===== config.mk =====
export PLATFORM = sky130hd
export DESIGN_NAME = cubic_lagrange_curve_plotter
export DESIGN_NICKNAME = d
export VERILOG_FILES = /design/src/clp_pkg.sv /design/src/clp_front.sv /design/src/clp_queue.sv /design/src/clp_back.sv /design/src/cubic_lagrange_curve_plotter.sv
export SDC_FILE = /design/constraint.sdc
export NUM_CORES = 2
export LEC_CHECK = 0
export ABC_CLOCK_PERIOD_IN_PS = 14600
export BUFFER_PORTS_ARGS = -buffer_cell sky130_fd_sc_hd__buf_2
export CAP_MARGIN = 10
export CORE_ASPECT_RATIO = 0.5
export CORE_MARGIN = 1
export CORE_UTILIZATION = 40
export CTS_BUF_LIST = sky130_fd_sc_hd__clkbuf_16
export CTS_CLUSTER_SIZE = 16
export DETAILED_ROUTE_END_ITERATION = 6
export PLACE_DENSITY = 0.61
export SYNTH_ARGS = -nofsm -noshare
export SYNTH_HDL_FRONTEND = slang
export SYNTH_SLANG_ARGS = --single-unit

===== constraint.sdc =====
create_clock -name clk -period 14.6 [get_ports clk]
set_input_delay 1.46 -clock clk [delete_from_list [all_inputs] [get_ports clk]]
set_output_delay 1.46 -clock clk [all_outputs]
set_load 0.02 [all_outputs]

===== src/clp_pkg.sv =====
package clp_pkg;

  localparam int COORD_W   = 10;
  localparam int PIX_W     = 12;
  localparam int T_W       = 17;
  localparam int NUM_REGS  = 8;
  localparam int CFG_IDX_W = 4;
  localparam int QUEUE_DEPTH = 2;

  // t advance per sample, Q0.16
  localparam int STEP_Q16 = 66;
  localparam logic [T_W-1:0] T_ONE = 17'h10000;

  // one queued sample: parameter value and end-of-curve flag
  typedef struct packed {
    logic [T_W-1:0] t;
    logic           last;
  } q_entry_t;

endpackage


===== src/clp_front.sv =====
module clp_front (
  input  logic               clk,
  input  logic               rst_n,
  input  logic               req_valid,
  output logic               req_ready,
  input  logic               restart,
  output logic               push,
  output clp_pkg::q_entry_t  push_entry,
  input  logic               q_ready
);

  logic [clp_pkg::T_W-1:0] t_accum_r;
  logic [clp_pkg::T_W-1:0] t_accum_nxt;
  logic [clp_pkg::T_W-1:0] t_cur;
  logic [clp_pkg::T_W:0]   t_next;
  logic                    wrap;

  assign req_ready = q_ready;
  assign push      = req_valid && q_ready;

  always_comb begin
    t_cur  = restart ? '0 : t_accum_r;
    t_next = {1'b0, t_cur} + 18'(clp_pkg::STEP_Q16);
    wrap   = t_next > {1'b0, clp_pkg::T_ONE};
    t_accum_nxt = wrap ? '0 : t_next[clp_pkg::T_W-1:0];
    push_entry.t    = t_cur;
    push_entry.last = wrap;
  end

  always_ff @(posedge clk) begin
    if (!rst_n) begin
      t_accum_r <= '0;
    end else if (push) begin
      t_accum_r <= t_accum_nxt;
    end
  end

  a_t_bound: assert property (@(posedge clk) disable iff (!rst_n)
    t_accum_r <= clp_pkg::T_ONE)
    else $error("t accumulator passed 1.0");

  a_wrap_zero: assert property (@(posedge clk) disable iff (!rst_n)
    push && push_entry.last |=> t_accum_r == '0)
    else $error("t not returned to zero after last sample");

endmodule


===== src/clp_queue.sv =====
module clp_queue (
  input  logic               clk,
  input  logic               rst_n,
  input  logic               push,
  input  clp_pkg::q_entry_t  push_entry,
  output logic               q_ready,
  input  logic               pop,
  output logic               q_valid,
  output clp_pkg::q_entry_t  pop_entry
);

  localparam int PTR_W = (clp_pkg::QUEUE_DEPTH > 1) ? $clog2(clp_pkg::QUEUE_DEPTH) : 1;
  localparam int CNT_W = $clog2(clp_pkg::QUEUE_DEPTH + 1);

  clp_pkg::q_entry_t mem_r [clp_pkg::QUEUE_DEPTH];
  logic [PTR_W-1:0]  wr_ptr_r, rd_ptr_r;
  logic [CNT_W-1:0]  count_r;
  logic              do_push, do_pop;

  assign q_ready   = count_r != CNT_W'(clp_pkg::QUEUE_DEPTH);
  assign q_valid   = count_r != '0;
  assign do_push   = push && q_ready;
  assign do_pop    = pop && q_valid;
  assign pop_entry = mem_r[rd_ptr_r];

  always_ff @(posedge clk) begin
    if (do_push) begin
      mem_r[wr_ptr_r] <= push_entry;
    end
  end

  always_ff @(posedge clk) begin
    if (!rst_n) begin
      wr_ptr_r <= '0;
      rd_ptr_r <= '0;
      count_r  <= '0;
    end else begin
      if (do_push) begin
        wr_ptr_r <= (wr_ptr_r == PTR_W'(clp_pkg::QUEUE_DEPTH - 1)) ? '0 : wr_ptr_r + 1'b1;
      end
      if (do_pop) begin
        rd_ptr_r <= (rd_ptr_r == PTR_W'(clp_pkg::QUEUE_DEPTH - 1)) ? '0 : rd_ptr_r + 1'b1;
      end
      if (do_push && !do_pop) begin
        count_r <= count_r + 1'b1;
      end else if (do_pop && !do_push) begin
        count_r <= count_r - 1'b1;
      end
    end
  end

  a_count_bound: assert property (@(posedge clk) disable iff (!rst_n)
    count_r <= CNT_W'(clp_pkg::QUEUE_DEPTH))
    else $error("queue count overflow");

endmodule


===== src/clp_back.sv =====
module clp_back (
  input  logic                                 clk,
  input  logic                                 rst_n,
  input  logic                                 q_valid,
  input  clp_pkg::q_entry_t                    pop_entry,
  output logic                                 pop,
  input  logic [3:0][clp_pkg::COORD_W-1:0]     pts_x,
  input  logic [3:0][clp_pkg::COORD_W-1:0]     pts_y,
  output logic                                 res_valid,
  input  logic                                 res_ready,
  output logic [clp_pkg::PIX_W-1:0]            res_x,
  output logic [clp_pkg::PIX_W-1:0]            res_y,
  output logic                                 res_last
);

  localparam int ACC_W = 70;
  localparam int CF_W  = 18;
  localparam int MA_W  = 27;
  localparam int MP_W  = 45;
  localparam int LO_W  = 26;

  localparam logic [2:0] ST_IDLE = 3'd0;
  localparam logic [2:0] ST_LO   = 3'd1;
  localparam logic [2:0] ST_HI   = 3'd2;
  localparam logic [2:0] ST_ADD  = 3'd3;
  localparam logic [2:0] ST_FIN  = 3'd4;
  localparam logic [2:0] ST_OUT  = 3'd5;

  typedef struct packed {
    logic signed [CF_W-1:0] a;
    logic signed [CF_W-1:0] b;
    logic signed [CF_W-1:0] c;
    logic signed [CF_W-1:0] d;
  } coef_t;

  // weighted sums of the doubled basis polynomials, highest power first
  function automatic coef_t calc_coef(input logic [3:0][clp_pkg::COORD_W-1:0] p);
    logic signed [CF_W-1:0] p0, p1, p2, p3;
    coef_t r;
    p0 = CF_W'(p[0]);
    p1 = CF_W'(p[1]);
    p2 = CF_W'(p[2]);
    p3 = CF_W'(p[3]);
    r.a = 18'sd9 * (p3 - p0) + 18'sd27 * (p1 - p2);
    r.b = 18'sd18 * p0 - 18'sd45 * p1 + 18'sd36 * p2 - 18'sd9 * p3;
    r.c = 18'sd18 * p1 - 18'sd11 * p0 - 18'sd9 * p2 + 18'sd2 * p3;
    r.d = 18'sd2 * p0;
    return r;
  endfunction

  logic [2:0]                    state_r, state_nxt;
  logic [1:0]                    step_r, step_nxt;
  logic                          axis_r, axis_nxt;
  logic [clp_pkg::T_W-1:0]       t_r, t_nxt;
  logic                          last_r, last_nxt;
  logic signed [ACC_W-1:0]       x_r, x_nxt;
  logic signed [ACC_W-1:0]       sum_r, sum_nxt;
  logic signed [MP_W-1:0]        prod_r, prod_nxt;
  logic [clp_pkg::PIX_W-1:0]     pix_x_r, pix_x_nxt;
  logic [clp_pkg::PIX_W-1:0]     pix_y_r, pix_y_nxt;
  logic                          res_valid_r, res_valid_nxt;
  logic [clp_pkg::PIX_W-1:0]     res_x_r, res_x_nxt;
  logic [clp_pkg::PIX_W-1:0]     res_y_r, res_y_nxt;
  logic                          res_last_r, res_last_nxt;

  coef_t                         cf;
  logic signed [MA_W-1:0]        mul_a;
  logic signed [MP_W-1:0]        mul_p;
  logic signed [ACC_W-1:0]       addend;
  logic [clp_pkg::PIX_W-1:0]     pix_q;

  assign res_valid = res_valid_r;
  assign res_x     = res_x_r;
  assign res_y     = res_y_r;
  assign res_last  = res_last_r;

  always_comb begin
    // y points from the end of the x pass onwards
    cf = calc_coef((axis_r || state_r == ST_FIN) ? pts_y : pts_x);
    // shared 27x18 multiplier: low limb first, then signed high limb
    mul_a = (state_r == ST_LO) ? $signed({1'b0, x_r[LO_W-1:0]})
                               : $signed(x_r[LO_W+MA_W-1:LO_W]);
    mul_p = mul_a * $signed({1'b0, t_r});
    unique case (step_r)
      2'd0:    addend = {{(ACC_W-CF_W-16){cf.b[CF_W-1]}}, cf.b, 16'b0};
      2'd1:    addend = {{(ACC_W-CF_W-32){cf.c[CF_W-1]}}, cf.c, 32'b0};
      2'd2:    addend = {{(ACC_W-CF_W-48){cf.d[CF_W-1]}}, cf.d, 48'b0};
      default: addend = '0;
    endcase
    // divide by 2^49, truncating toward zero
    pix_q = x_r[60:49] + {{(clp_pkg::PIX_W-1){1'b0}}, x_r[ACC_W-1] && (|x_r[48:0])};
  end

  always_comb begin
    state_nxt     = state_r;
    step_nxt      = step_r;
    axis_nxt      = axis_r;
    t_nxt         = t_r;
    last_nxt      = last_r;
    x_nxt         = x_r;
    sum_nxt       = sum_r;
    prod_nxt      = prod_r;
    pix_x_nxt     = pix_x_r;
    pix_y_nxt     = pix_y_r;
    res_valid_nxt = res_valid_r;
    res_x_nxt     = res_x_r;
    res_y_nxt     = res_y_r;
    res_last_nxt  = res_last_r;
    pop           = 1'b0;

    if (res_valid_r && res_ready) begin
      res_valid_nxt = 1'b0;
    end

    unique case (state_r)
      ST_IDLE: begin
        axis_nxt = 1'b0;
        if (q_valid) begin
          pop       = 1'b1;
          t_nxt     = pop_entry.t;
          last_nxt  = pop_entry.last;
          step_nxt  = 2'd0;
          state_nxt = ST_LO;
        end
      end
      ST_LO: begin
        prod_nxt  = mul_p;
        state_nxt = ST_HI;
      end
      ST_HI: begin
        sum_nxt   = {{(ACC_W-MP_W){prod_r[MP_W-1]}}, prod_r} + addend;
        prod_nxt  = mul_p;
        state_nxt = ST_ADD;
      end
      ST_ADD: begin
        x_nxt = sum_r + {prod_r[ACC_W-LO_W-1:0], {LO_W{1'b0}}};
        if (step_r == 2'd2) begin
          state_nxt = ST_FIN;
        end else begin
          step_nxt  = step_r + 2'd1;
          state_nxt = ST_LO;
        end
      end
      ST_FIN: begin
        if (!axis_r) begin
          pix_x_nxt = pix_q;
          axis_nxt  = 1'b1;
          step_nxt  = 2'd0;
          state_nxt = ST_LO;
        end else begin
          pix_y_nxt = pix_q;
          state_nxt = ST_OUT;
        end
      end
      ST_OUT: begin
        // hold until the output register is free
        if (!res_valid_nxt) begin
          res_valid_nxt = 1'b1;
          res_x_nxt     = pix_x_r;
          res_y_nxt     = pix_y_r;
          res_last_nxt  = last_r;
          axis_nxt      = 1'b0;
          state_nxt     = ST_IDLE;
        end
      end
      default: state_nxt = ST_IDLE;
    endcase

    // load the leading coefficient when an axis starts
    if ((state_r == ST_IDLE && q_valid) || (state_r == ST_FIN && !axis_r)) begin
      x_nxt = {{(ACC_W-CF_W){cf.a[CF_W-1]}}, cf.a};
    end
  end

  always_ff @(posedge clk) begin
    t_r      <= t_nxt;
    last_r   <= last_nxt;
    x_r      <= x_nxt;
    sum_r    <= sum_nxt;
    prod_r   <= prod_nxt;
    pix_x_r  <= pix_x_nxt;
    pix_y_r  <= pix_y_nxt;
    res_x_r  <= res_x_nxt;
    res_y_r  <= res_y_nxt;
    res_last_r <= res_last_nxt;
  end

  always_ff @(posedge clk) begin
    if (!rst_n) begin
      state_r     <= ST_IDLE;
      step_r      <= 2'd0;
      axis_r      <= 1'b0;
      res_valid_r <= 1'b0;
    end else begin
      state_r     <= state_nxt;
      step_r      <= step_nxt;
      axis_r      <= axis_nxt;
      res_valid_r <= res_valid_nxt;
    end
  end

  a_mul_fits: assert property (@(posedge clk) disable iff (!rst_n)
    state_r == ST_LO |-> (&x_r[ACC_W-1:LO_W+MA_W-1]) || !(|x_r[ACC_W-1:LO_W+MA_W-1]))
    else $error("multiplicand exceeds two limbs");

  a_pix_fits: assert property (@(posedge clk) disable iff (!rst_n)
    state_r == ST_FIN |-> (&x_r[ACC_W-1:60]) || !(|x_r[ACC_W-1:60]))
    else $error("curve value out of pixel range");

  a_pop_idle: assert property (@(posedge clk) disable iff (!rst_n)
    pop |=> state_r == ST_LO && step_r == 2'd0 && !axis_r)
    else $error("sequencer not started on pop");

endmodule


===== src/cubic_lagrange_curve_plotter.sv =====
// An accepted request is stored in the queue; the back end then evaluates x and then y before raising out_tvalid.
// Throughput is set by the single shared 27x18 multiplier, which runs three Horner steps
// of two limbs each for x and then for y, one sample at a time.
// Requests are taken at one per cycle while the two-entry queue has room.
// Reset (rst_n low at a clock edge) zeroes t, the control points and the queue.
module cubic_lagrange_curve_plotter (
  input  logic                            clk,
  input  logic                            rst_n,
  input  logic                            in_tvalid,
  output logic                            in_tready,
  input  logic [7:0]                      in_tdata,   // [0] restart, [7:1] zero
  output logic                            out_tvalid,
  input  logic                            out_tready,
  output logic [23:0]                     out_tdata,  // [11:0] pix_x, [23:12] pix_y
  output logic                            out_tlast,  // last_sample
  input  logic                            cfg_valid,
  output logic                            cfg_ready,
  input  logic [clp_pkg::CFG_IDX_W-1:0]   cfg_index,
  input  logic [clp_pkg::COORD_W-1:0]     cfg_data
);

  logic [clp_pkg::COORD_W-1:0]         regs_r [clp_pkg::NUM_REGS];
  logic [3:0][clp_pkg::COORD_W-1:0]    pts_x, pts_y;
  logic                                push, q_ready, q_valid, pop;
  clp_pkg::q_entry_t                   push_entry, pop_entry;
  logic [clp_pkg::PIX_W-1:0]           res_x, res_y;

  assign cfg_ready = 1'b1;

  always_ff @(posedge clk) begin
    if (!rst_n) begin
      for (int i = 0; i < clp_pkg::NUM_REGS; i++) begin
        regs_r[i] <= '0;
      end
    end else if (cfg_valid && cfg_index < clp_pkg::CFG_IDX_W'(clp_pkg::NUM_REGS)) begin
      regs_r[cfg_index[2:0]] <= cfg_data;
    end
  end

  always_comb begin
    for (int i = 0; i < 4; i++) begin
      pts_x[i] = regs_r[2*i];
      pts_y[i] = regs_r[2*i+1];
    end
  end

  clp_front u_front (
    .clk        (clk),
    .rst_n      (rst_n),
    .req_valid  (in_tvalid),
    .req_ready  (in_tready),
    .restart    (in_tdata[0]),
    .push       (push),
    .push_entry (push_entry),
    .q_ready    (q_ready)
  );

  clp_queue u_queue (
    .clk        (clk),
    .rst_n      (rst_n),
    .push       (push),
    .push_entry (push_entry),
    .q_ready    (q_ready),
    .pop        (pop),
    .q_valid    (q_valid),
    .pop_entry  (pop_entry)
  );

  clp_back u_back (
    .clk        (clk),
    .rst_n      (rst_n),
    .q_valid    (q_valid),
    .pop_entry  (pop_entry),
    .pop        (pop),
    .pts_x      (pts_x),
    .pts_y      (pts_y),
    .res_valid  (out_tvalid),
    .res_ready  (out_tready),
    .res_x      (res_x),
    .res_y      (res_y),
    .res_last   (out_tlast)
  );

  assign out_tdata = {res_y, res_x};

endmodule

==> flow_metrics.py <==
metrics = {
    "cts": {
        "ctsHoldBuffers": 0,
        "cts_root_buf": "clkbuf_16",
        "path_clk_slew_ns": 0.06,
        "cts_resized": 0,
        "clk_path_buf_depth": 3,
        "cts_tree": "done",
        "cts.sinks": 388,
        "cts_setup_buffers": 0,
        "numCtsBuffers": 41,
        "clk_latency_ns": 0.60,
        "h-tree-depth": 2,
    },
    "run_status": {
        "outcome": "complete, no violations",
    },
    "global_routing": {
        "grt_pass1_vias": 32710,
        "grtUsageTotal_pct": 20.55,
        "grt_antenna_before_repair": 0,
        "grt_max_degree": 71,
        "grt_pass1_wl_um": 182800,
        "grt_overflow": 0,
    },
    "setup_path": {
        "start_kind": "register",
        "end_kind": "register",
        "required_ns": 14.89,
        "crit_type": "reg2reg",
        "max_stage_delay_ns": 0.78,
        "critical_path.most_common_cell": "a21oi_1",
        "crit_fanout": 23,
        "crit_arrival_ns": 11.44,
        "crit_slowest_cell": "mux2i_1",
    },
    "sta": {
        "period_share_pct": 76.32,
        "slew_headroom_pct": 18.92,
        "holdWs_ns": 0.4136,
        "tightest_slew_ns": 1.216,
        "min_period_ns": 11.14,
        "finalSetupViolations": 0,
        "finalHoldViolCount": 0,
        "setup_tns_ns": 0,
        "report.final.slew_viol_count": 0,
        "skew_ns": 0.04110,
        "fin_ws_ns": 3.457,
        "rsz0062_at_grt": "no",
        "max_freq_ghz": 0.08975,
    },
    "floorplan": {
        "core_area_um2": 110500,
        "fp.dieH_um": 238.5,
        "start_util_pct": 40.51,
        "ios": 55,
        "chipWidth_um": 475.1,
        "die_area_um2": 113300,
        "row_count": 86,
    },
    "synth": {
        "yosys.cell_types.count": 88,
        "yosys.area.top_type": "fa_1",
        "syn-mean-instance-area_um2": 9.954,
        "synthCells": 4497,
        "synth_top_area_share_pct": 25.22,
        "netlist_top_cells_area": "fa_1, edfxtp_1, ha_1",
        "synthArstFlopShare_pct": 0,
        "seq_area_frac_synth_pct": 25.40,
        "netlist_area_um2": 44760,
        "yosys_warnings": 0,
        "synth-edff-count": 360,
        "ys_seq_elements": 388,
        "syn_nets": 5513,
        "ys.flop_type": "edfxtp_1",
    },
    "route": {
        "routed_via_density": 5.238,
        "ant_nets": 0,
        "routed_wl_um": 113300,
        "first_pass_iters": 6,
        "vias": 31500,
        "initialDrtViolationCount": 1904,
        "wl_per_cell_um": 18.84,
        "route.detailed.drc": 0,
    },
    "worst_hold_path": {
        "hp-class": "reg2reg",
    },
    "place": {
        "place_area_um2": 46670,
        "gp_congestion": 0.9548,
        "dp_slack_ns": 3.582,
        "portBuffers": 46,
        "dp_hpwl_um": 91140,
    },
    "cells_and_area": {
        "nFillCells": 10610,
        "area_growth_pct": 7.192,
        "drive_gt1_share_pct": 5.135,
        "diodes": 0,
        "nets": 5504,
        "fin_area_um2": 47980,
    },
    "flow_run": {
        "drv_cap": 0,
    },
}
## synthesized netlist by cell type (52+ instances only)
cell        n
a21o_1     89
a21oi_1   208
and2_1    247
clkbuf_1  123
edfxtp_1  360
fa_1      564
ha_1      425
inv_1     773
mux2_2     53
nand2_1   432
nand3_1    52
nor2_1    163
nor2b_1    67
o21ai_0   158
xnor2_1   157
xor2_1     80
## kinds of logic after synthesis
family,synth area share (%)
compound gates,10.08
xor+xnor,4.637
fa+ha+maj,37.17
buf+inv,7.704
flops,25.40
mux,2.071
other cells,0.008378
simple gates,12.93
## critical path, delay by kind of cell (launching register included)
kind                     cells  cell delay (ns)
flip-flops                   1             0.55
AND/OR/NAND/NOR              6             2.18
XOR/XNOR                     3             0.80
buffers and inverters        4             0.63
adder cells (fa/ha/maj)      7             2.78
AO/OA/AOI/OAI               16             3.12
multiplexers                 1             0.78
## per-layer routing
metal | part of all wire [%] | global-route usage, %
met1 | 47 | 29.37
met5 | 0 | 0
met2 | 46 | 33.60
met3 | 4.8 | 1.670
met4 | 2.6 | 5.333
## path summary, 6_finish.rpt
path | startpoint | end | slack, ns | cells after the start
worst max-delay path | u_back.state_r[1]$_SDFFE_PN0P_ | u_back.sum_r[63]$_DFFE_PP_ | 3.46 | 37
worst min register to register | u_back.pix_y_r[9]$_DFFE_PP_ | u_back.res_y[9]$_DFFE_PP_ | 0.41 | 0
worst min-delay path | u_back.pix_y_r[9]$_DFFE_PP_ | u_back.res_y[9]$_DFFE_PP_ | 0.41 | 0
worst max register to register | u_back.state_r[1]$_SDFFE_PN0P_ | u_back.sum_r[63]$_DFFE_PP_ | 3.46 | 37
## layout by cell type, fill, tap and decap left out, types with 16 or more instances in the layout
cell type	count
and3_1	23
dfxtp_1	28
buf_2	46
xnor2_1	157
o21bai_1	44
a21oi_1	208
mux2i_1	33
a21o_1	89
nor2b_1	65
inv_1	780
fa_1	564
o21a_1	30
a211oi_1	24
nand3_1	52
xor2_1	80
nand4_1	23
nand2_1	431
edfxtp_1	360
buf_4	41
nor4_1	20
nand2b_1	42
o21ai_0	157
clkbuf_16	41
a21boi_0	16
and2_1	247
nor2_1	160
a31oi_1	17
ha_1	425
mux2_2	53
nor3_1	44
## area by class of cell
cell class                 count  area (µm²)  share of cell area, %
tap                         1496        1872                  3.901
timing repair buffer          88       553.0                  1.153
multi-input combinational   3195       29980                  62.49
clock buffer                  41        1026                  2.138
inverter                     774        2905                  6.055
sequential                   388       11370                  23.70
clock inverter                32       271.5                 0.5659
## state kept, by name (all words and copies together), names as in the netlist, 2 cells and up
register and flops:
regs_r 80, u_back.pix_x_r 12, u_back.pix_y_r 12, u_back.prod_r 45, u_back.res_x 12, u_back.res_y 12
u_back.state_r 3, u_back.step_r 2, u_back.sum_r 70, u_back.t_r 17, u_back.x_r 62, u_front.t_accum_r 17
u_queue.count_r 2, u_queue.mem_r 36
## metrics by stage
step,cells,utilization [%]
6_report,6014,43.42
2_1_floorplan,4497,-
3_5_place_dp,5940,42.23
4_1_cts,6013,43.40
3_3_place_gp,5940,42.23
5_1_grt,6014,43.42
Power is not shown: default switching activity piles up to over one toggle a cycle in this logic, so the estimate is an artifact.
